`src/sv/pmscan_pkg.sv`:
```
// Shared types, marker table and sizing constants for the priority marker scanner.
package pmscan_pkg;

	localparam int NUM_MARKERS  = 4;
	localparam int HIST_DEPTH   = 15;
	localparam int MARK_WIDTH   = 16;
	localparam int MARK_IDX_W   = $clog2(MARK_WIDTH);
	localparam int MARK_SEL_W   = $clog2(NUM_MARKERS);
	localparam int LEN_W        = $clog2(MARK_WIDTH + 1);
	localparam int FILL_W       = $clog2(HIST_DEPTH + 1);
	localparam int TAIL_MAX_DEF = 32;

	typedef logic [7:0] char_t;
	typedef logic [MARK_SEL_W-1:0] mark_sel_t;
	typedef logic [LEN_W-1:0] mark_len_t;

	localparam char_t PRINT_LO = 8'h20;
	localparam char_t PRINT_HI = 8'h7E;
	localparam char_t NULL_CHAR = 8'h00;

	typedef struct packed {
		logic [7:0] data_byte;
		logic       end_of_image;
	} in_word_t;

	typedef struct packed {
		logic [7:0] out_char;
		logic       was_found;
		logic       out_last;
	} out_word_t;

	// Markers in priority order; unused trailing characters are zero.
	localparam char_t MARKER_TEXT [NUM_MARKERS][MARK_WIDTH] = '{
		'{8'h55, 8'h6E, 8'h72, 8'h65, 8'h61, 8'h6C, 8'h20, 8'h45,
		  8'h6E, 8'h67, 8'h69, 8'h6E, 8'h65, 8'h20, 8'h34, 8'h2E},
		'{8'h55, 8'h6E, 8'h72, 8'h65, 8'h61, 8'h6C, 8'h20, 8'h45,
		  8'h6E, 8'h67, 8'h69, 8'h6E, 8'h65, 8'h20, 8'h35, 8'h2E},
		'{8'h46, 8'h45, 8'h6E, 8'h67, 8'h69, 8'h6E, 8'h65, 8'h56,
		  8'h65, 8'h72, 8'h73, 8'h69, 8'h6F, 8'h6E, 8'h00, 8'h00},
		'{8'h45, 8'h6E, 8'h67, 8'h69, 8'h6E, 8'h65, 8'h56, 8'h65,
		  8'h72, 8'h73, 8'h69, 8'h6F, 8'h6E, 8'h00, 8'h00, 8'h00}
	};

	localparam mark_len_t MARKER_LEN [NUM_MARKERS] = '{5'd16, 5'd16, 5'd14, 5'd13};

endpackage

```
`src/sv/priority_marker_scanner_core.sv`:
```
// Priority marker scanner: streaming marker match, per-marker tail capture and result emitter.
//
// Usage: image bytes enter on the scan channel (scan_valid/scan_ready/scan_word), one word per
// cycle; end_of_image flags the final byte. Every byte is compared against all four markers
// in parallel with a 15-byte history, and the first hit of each marker starts capture of up to
// TAIL_MAX printable bytes into that marker's own tail memory.
// When the final byte is accepted, the highest priority marker that was seen is emitted on the
// result channel (result_valid/result_ready/result_word): its characters, then its tail, one
// word per cycle, with out_last on the final word. With no hit a single not-found word is sent.
// After the final byte is accepted, the first result word passes the emitter state, stage 1 and
// stage 2 before it is valid. Throughput: one byte per cycle while scanning. After the final
// byte, scan_ready stays low while the emitter walks the result words (marker length plus tail,
// at most 16 + TAIL_MAX), reading each tail memory through its single read port.
// A stall on the result side holds the two-stage emit pipeline and with it the emitter; a new
// image may start as soon as the last result word has been issued.
// Reset (arst_n low) clears the hit, capture and fill state and empties the pipeline; the history
// and the tail memories are not cleared, only entries written in the current image are ever read.
module priority_marker_scanner_core
	import pmscan_pkg::*;
#(
	parameter int TAIL_MAX = TAIL_MAX_DEF
) (
	input  logic      clk,
	input  logic      arst_n,
	input  logic      scan_valid,
	output logic      scan_ready,
	input  in_word_t  scan_word,
	output logic      result_valid,
	input  logic      result_ready,
	output out_word_t result_word
);

	localparam int CNT_W  = $clog2(TAIL_MAX + 1);
	localparam int ADDR_W = (TAIL_MAX > 1) ? $clog2(TAIL_MAX) : 1;
	localparam int TOT_W  = $clog2(MARK_WIDTH + TAIL_MAX + 1);

	// Scan state.
	char_t                   hist_q [HIST_DEPTH];
	logic [FILL_W-1:0]       fill_q;
	logic [NUM_MARKERS-1:0]  hit_q, active_q;
	logic [CNT_W-1:0]        count_q [NUM_MARKERS];
	logic [NUM_MARKERS-1:0]  hit_n, active_n, match, wr_en;
	logic [CNT_W-1:0]        count_n [NUM_MARKERS];
	char_t                   b;
	logic                    last_in, accept, printable;

	// Result selection.
	mark_sel_t               sel_m;
	logic                    any_hit;
	logic [TOT_W-1:0]        sel_total;

	// Emitter.
	logic                    busy_q, em_found_q;
	mark_sel_t               em_m_q;
	mark_len_t               em_len_q;
	logic [TOT_W-1:0]        em_total_q, em_idx_q;
	logic                    issue, from_mem, em_is_last;
	logic [ADDR_W-1:0]       rd_addr;
	char_t                   const_char;
	char_t                   rd_q [NUM_MARKERS];

	// Emit pipeline.
	logic                    valid_s1, from_mem_s1, found_s1, last_s1, adv_s1;
	char_t                   char_s1;
	mark_sel_t               m_s1;
	logic                    valid_s2;
	out_word_t               word_s2;

	assign b          = scan_word.data_byte;
	assign last_in    = scan_word.end_of_image;
	assign scan_ready = !busy_q;
	assign accept     = scan_valid && scan_ready;
	assign printable  = (b >= PRINT_LO) && (b <= PRINT_HI);

	// A marker ends on this byte when its last character matches the byte and the rest
	// matches the history, newest byte first.
	always_comb begin
		for (int m = 0; m < NUM_MARKERS; m++) begin
			match[m] = (fill_q >= FILL_W'(MARKER_LEN[m] - 1'b1))
				&& (b == MARKER_TEXT[m][MARK_IDX_W'(MARKER_LEN[m] - 1'b1)]);
			for (int k = 0; k < HIST_DEPTH; k++) begin
				if (k + 1 < int'(MARKER_LEN[m])) begin
					if (hist_q[k] != MARKER_TEXT[m][MARK_IDX_W'(int'(MARKER_LEN[m]) - 2 - k)]) begin
						match[m] = 1'b0;
					end
				end
			end
		end
	end

	always_comb begin
		for (int m = 0; m < NUM_MARKERS; m++) begin
			hit_n[m]    = hit_q[m];
			active_n[m] = active_q[m];
			count_n[m]  = count_q[m];
			wr_en[m]    = 1'b0;
			if (active_q[m]) begin
				if (printable && (count_q[m] < CNT_W'(TAIL_MAX))) begin
					wr_en[m]   = 1'b1;
					count_n[m] = count_q[m] + 1'b1;
					if (count_n[m] == CNT_W'(TAIL_MAX)) begin
						active_n[m] = 1'b0;
					end
				end else begin
					active_n[m] = 1'b0;
				end
			end
			// The tail of a new first occurrence starts with the next byte.
			if (!hit_q[m] && match[m]) begin
				hit_n[m]    = 1'b1;
				active_n[m] = 1'b1;
				count_n[m]  = '0;
			end
		end
	end

	always_comb begin
		sel_m = '0;
		for (int m = NUM_MARKERS - 1; m >= 0; m--) begin
			if (hit_n[m]) begin
				sel_m = MARK_SEL_W'(m);
			end
		end
	end

	assign any_hit   = |hit_n;
	assign sel_total = any_hit ? (TOT_W'(MARKER_LEN[sel_m]) + TOT_W'(count_n[sel_m])) : TOT_W'(1);

	always_ff @(posedge clk or negedge arst_n) begin
		if (!arst_n) begin
			hit_q    <= '0;
			active_q <= '0;
			fill_q   <= '0;
			for (int m = 0; m < NUM_MARKERS; m++) begin
				count_q[m] <= '0;
			end
		end else if (accept) begin
			if (last_in) begin
				hit_q    <= '0;
				active_q <= '0;
				fill_q   <= '0;
				for (int m = 0; m < NUM_MARKERS; m++) begin
					count_q[m] <= '0;
				end
			end else begin
				hit_q    <= hit_n;
				active_q <= active_n;
				if (fill_q != FILL_W'(HIST_DEPTH)) begin
					fill_q <= fill_q + 1'b1;
				end
				for (int m = 0; m < NUM_MARKERS; m++) begin
					count_q[m] <= count_n[m];
				end
			end
		end
	end

	// History entries beyond the fill count are never compared.
	always_ff @(posedge clk) begin
		if (accept) begin
			hist_q[0] <= b;
			for (int k = 1; k < HIST_DEPTH; k++) begin
				hist_q[k] <= hist_q[k-1];
			end
		end
	end

	assign adv_s1     = valid_s1 && (!valid_s2 || result_ready);
	assign issue      = busy_q && (!valid_s1 || adv_s1);
	assign from_mem   = em_found_q && (em_idx_q >= TOT_W'(em_len_q));
	assign rd_addr    = ADDR_W'(em_idx_q - TOT_W'(em_len_q));
	assign const_char = em_found_q ? MARKER_TEXT[em_m_q][em_idx_q[MARK_IDX_W-1:0]] : NULL_CHAR;
	assign em_is_last = (TOT_W'(em_idx_q + 1'b1) == em_total_q);

	for (genvar gm = 0; gm < NUM_MARKERS; gm++) begin : g_tail
		char_t tail_mem [TAIL_MAX];

		always_ff @(posedge clk) begin
			if (accept && wr_en[gm]) begin
				tail_mem[count_q[gm][ADDR_W-1:0]] <= b;
			end
			if (issue && from_mem) begin
				rd_q[gm] <= tail_mem[rd_addr];
			end
		end
	end

	always_ff @(posedge clk or negedge arst_n) begin
		if (!arst_n) begin
			busy_q     <= 1'b0;
			em_found_q <= 1'b0;
			em_m_q     <= '0;
			em_len_q   <= '0;
			em_total_q <= '0;
			em_idx_q   <= '0;
		end else if (accept && last_in) begin
			busy_q     <= 1'b1;
			em_found_q <= any_hit;
			em_m_q     <= sel_m;
			em_len_q   <= any_hit ? MARKER_LEN[sel_m] : '0;
			em_total_q <= sel_total;
			em_idx_q   <= '0;
		end else if (issue) begin
			em_idx_q <= em_idx_q + 1'b1;
			if (em_is_last) begin
				busy_q <= 1'b0;
			end
		end
	end

	always_ff @(posedge clk or negedge arst_n) begin
		if (!arst_n) begin
			valid_s1 <= 1'b0;
			valid_s2 <= 1'b0;
		end else begin
			if (issue) begin
				valid_s1 <= 1'b1;
			end else if (adv_s1) begin
				valid_s1 <= 1'b0;
			end
			if (adv_s1) begin
				valid_s2 <= 1'b1;
			end else if (result_ready) begin
				valid_s2 <= 1'b0;
			end
		end
	end

	// The tail byte is read at issue and lands in rd_q together with the stage 1 word.
	always_ff @(posedge clk) begin
		if (issue) begin
			char_s1     <= const_char;
			from_mem_s1 <= from_mem;
			found_s1    <= em_found_q;
			last_s1     <= em_is_last;
			m_s1        <= em_m_q;
		end
		if (adv_s1) begin
			word_s2.out_char  <= from_mem_s1 ? rd_q[m_s1] : char_s1;
			word_s2.was_found <= found_s1;
			word_s2.out_last  <= last_s1;
		end
	end

	assign result_valid = valid_s2;
	assign result_word  = word_s2;

`ifndef SYNTHESIS
	a_last_starts_emit: assert property (@(posedge clk) disable iff (!arst_n)
		accept && last_in |=> busy_q)
		else $error("final byte did not start result emission");

	a_tail_needs_hit: assert property (@(posedge clk) disable iff (!arst_n)
		(active_q & ~hit_q) == '0)
		else $error("tail capture active for a marker that never matched");

	a_idx_in_range: assert property (@(posedge clk) disable iff (!arst_n)
		busy_q |-> em_idx_q < em_total_q)
		else $error("emit index ran past the result length");

	a_not_found_word: assert property (@(posedge clk) disable iff (!arst_n)
		result_valid && !result_word.was_found |->
			result_word.out_last && result_word.out_char == NULL_CHAR)
		else $error("not-found result is not a single zero word");
`endif

endmodule
```
`config.mk`:
```
export PLATFORM = sky130hd
export DESIGN_NAME = priority_marker_scanner_core
export DESIGN_NICKNAME = d
export VERILOG_FILES = /design/src/sv/pmscan_pkg.sv /design/src/sv/priority_marker_scanner_core.sv
export SDC_FILE = /design/constraint.sdc
export NUM_CORES = 1
export LEC_CHECK = 0
export BUFFER_PORTS_ARGS = -buffer_cell sky130_fd_sc_hd__clkbuf_2
export CAP_MARGIN = 20
export CORE_MARGIN = 10
export CORE_UTILIZATION = 43
export CTS_CLUSTER_SIZE = 8
export DETAILED_ROUTE_END_ITERATION = 8
export GPL_TIMING_DRIVEN = 0
export PLACE_DENSITY = 0.66
export SLEW_MARGIN = 10
export SYNTH_ARGS = -nofsm -noshare
export SYNTH_HDL_FRONTEND = slang
export SYNTH_SLANG_ARGS = --single-unit
```
`constraint.sdc`:
```
create_clock -name clk -period 5.8 [get_ports clk]
set_input_delay 0 -clock clk [delete_from_list [all_inputs] [get_ports clk]]
set_output_delay 0 -clock clk [all_outputs]
set_load 0.02 [all_outputs]
```
==> flow_summary_export.csv <==
group,metric,value,unit
outcome,outcome,"finished, final reports clean",
power_and_ir_drop,leakagePower,18.2,nW
placed_design,dp_slack,0.598,ns
cells_and_area,final_util,0.502,
synthesis,syn_area_per_cell,20.4,sq um
drt,first_iter_violations,3224,
critical_path,worst_setup_path_end_kind,"flip-flop",
power_and_ir_drop,finalPower,0.0351,W
critical_path,ff2ff_path_depth,9,
critical_path,rrSetupSlack,0.71,ns
clock_network,cts_max_level,4,
grt,grt_max_degree,129,
critical_path,path_class,"reg -> reg",
floorplan,ios,25,
timing,setup_viol_count_final,0,
power_and_ir_drop,p_per_area,610,nW/um^2
cells_and_area,fin_nets,2740,
timing,hold_viol,0,
cells_and_area,n_fill_cell,8939,
floorplan,die_width,361,microns
floorplan,coreArea,115000,sq um
placed_design,io_buffers,24,
clock_network,clockRootBuffer,"clkbuf_16",
timing,final-max-slew-violation-count,0,
synthesis,yosysMostFrequentCell,"edfxtp_1",
drt,drt_wl_total,118000,microns
clock_network,cts_sinks,1258,
synthesis,synth_nets,2494,
cells_and_area,antenna_cells,0,
floorplan,die_area,130000,sq um
grt,grt-ovfl-total,0,
floorplan,num_rows,124,
timing,timing.final.crit_share,0.877,
synthesis,syn_area,49900,sq um
synthesis,ys_seq_area_frac,0.751,
synthesis,yosys_warnings,0,
power_and_ir_drop,peakVddDrop,0.516,mV
placed_design,hpwl,76900,microns
synthesis,synth_top_area_frac,0.722,
placed_design,gp_congestion,0.886,
clock_network,clkTransAtPathRegs,0.05,ns
worst_hold_path,hold_class,"in -> reg",
grt,grt_usage,0.179,
flow_run,maxCapViolCount,0,
grt,grt_pass1_wl,174000,microns
worst_hold_path,min_from,"scan_word[4]",
grt,antenna_found_initial,2,
floorplan,initial_core_util,0.435,
cells_and_area,area_delta_synth_final,15.4,%
timing,max_freq,0.197,GHz
synthesis,synth_cells,2450,
drt,met2_length,57500,microns
critical_path,cp_max_fo,10,
synthesis,synth_async_sr_flop_share,0.0461,
synthesis,ys_ff_latch,1258,
drt,viasPerCell,5.87,
worst_hold_path,min_to,"g_tail[2].tail_mem[18][3]",
critical_path,reg2reg_from,"em_idx_q[0]",
drt,wirelength_met1,47700,microns
synthesis,synth.cells.most_frequent,"edfxtp_1, mux4_2, nor2_1",
drt,vias,25026,
critical_path,r2r_end,"rd_q[2][4]",
synthesis,synth.distinct_cells,75,
drt,wl_per_cell,27.6,microns
timing,skew,0.0320,ns
timing,max_slew_margin,0.234,
worst_hold_path,whs_path_depth,2,
drt,topRoutingLayerUsed,"met4",
critical_path,cp.required,6.28,ns
floorplan,die_h,361,microns
timing,worst_slew_pin_slew,1.15,ns
drt,drc_errors,0,
clock_network,cts_resized,0,
synthesis,yosysTopAreaCell,"edfxtp_1",
drt,drtPass1Iterations,6,
cells_and_area,layout-drive-gt1-share,0.233,
clock_network,cts_tree,"yes",
critical_path,startpoint_type,"flip-flop",
timing,setup_ws,0.712,ns
grt,first_global_vias,25787,
drt,drtAntennaViolNets,0,
synthesis,synth.area.top_cells,"edfxtp_1, mux4_2, dfrtp_1",
cells_and_area,seq_area,37500,sq um
synthesis,synth_edf_count,1198,
critical_path,arrival,5.57,ns
clock_network,clockBufferDepth,3,
clock_network,cts_inserted_buffers,175,
timing,min_period,5.09,ns
drt,met3_length,9510,microns
cells_and_area,multiInputGateArea,11800,sq um
timing,grt_setup_unrepaired,"no",
clock_network,clk_latency,0.77,ns
synthesis,ys.flop_type,"edfxtp_1",
## cell type report
class / count / share of cell area
Buffer: 118 / 0.00803
Clock buffer: 220 / 0.0798
Clock inverter: 13 / 0.00463
Inverter: 32 / 0.00209
Multi-Input combinational cell: 1042 / 0.206
Sequential cell: 1258 / 0.651
Tap cell: 1512 / 0.0329
Timing Repair Buffer: 69 / 0.0155
## routing by layer
metal  vias to the layer above  track usage
met2                      1108        0.288
met4                         0       0.0538
met3                       193       0.0413
met5                         -            0
met1                     13168        0.242
li1                      10557            -
## placed cells by master, fill, tap and decap left out, types with 11 or more instances in the layout
cell type / instances
edfxtp_1: 1198
mux4_2: 328
nor2_1: 182
clkbuf_16: 177
clkbuf_1: 138
nand2_1: 107
dfrtp_1: 58
o21ai_0: 47
mux2_2: 41
a21oi_1: 34
inv_1: 32
ha_1: 29
nand3_1: 24
clkbuf_2: 17
o31ai_1: 16
buf_1: 15
xnor2_1: 15
xor2_1: 14
dlygate4sd3_1: 13
nor4bb_1: 12
nor3_1: 12
buf_8: 12
buf_6: 11
nand3b_1: 11
## metrics by stage
| stage | cells | TNS [ns] | hold slack, ns | area, sq um |
|---|---|---|---|---|
| finish | 4264 | 0 | 0.0545 | 57500 |
| CTS | 4255 | 0 | 0.0188 | 57400 |
| global placement | 3986 | -67.23 | 0.302 | 51900 |
| detailed placement | 4009 | 0 | 0.0579 | 52400 |
| floorplan | 2450 | 0 | -0.296 | 49900 |
| global route | 4264 | 0 | 0.0483 | 57500 |
## report_power, final
group,internal (W),leakage (nW),switching [W]
Combinational,0.00683,4.25,0.00814
Sequential,0.0107,11.6,0.000214
Clock,0.00549,2.35,0.00366
Total,0.0231,18.2,0.0120
## cells by family after synthesis
family	share of synthesized area
AOI/OAI and AO/OA	0.0220
xor gates and xnor gates	0.00545
adders and majority gates	0.00808
buffers and inverters	0.0115
DFF	0.751
muxes	0.159
and+or+nand+nor	0.0429
## worst max-delay path by stage
stage / slack, ns / startpoint / end
finish: 0.71 / em_idx_q[0] / rd_q[2][4]
floorplan: 0.78 / busy_q / count_q[0]
CTS: 0.56 / em_idx_q[0] / rd_q[3][2]
global placement: -0.64 / busy_q / count_q[0]
global route: 0.34 / em_idx_q[0] / rd_q[2][4]
detailed placement: 0.60 / em_idx_q[0] / rd_q[3][2]
## critical path: stages, from the launching register on
cell and delay (ns):
dfrtp_1 0.39, clkbuf_1 0.46, inv_1 0.28, ha_1 0.36
clkbuf_1 0.27, clkbuf_1 0.74, buf_1 0.76, mux4_2 0.64
mux4_2 0.53, mux2_2 0.37
## flip-flops by register name, indices dropped and copies added (netlist names), 2 cells and up, named ones only
register and flops:
g_tail.tail_mem 1024, hist_q 120, rd_q 32, count_q 24, result_word 10, char_s1 7
em_idx_q 6, em_total_q 6, active_q 4, em_len_q 4, fill_q 4, hit_q 4
em_m_q 2, m_s1 2
## repair_timing
action | CTS | global route
endpoints found under the hold margin | 737 | 0
setup endpoints to repair | 0 | 0
hold buffers | 13 | 0
setup buffers | 0 | 0
(Power assumes the default switching activity.)
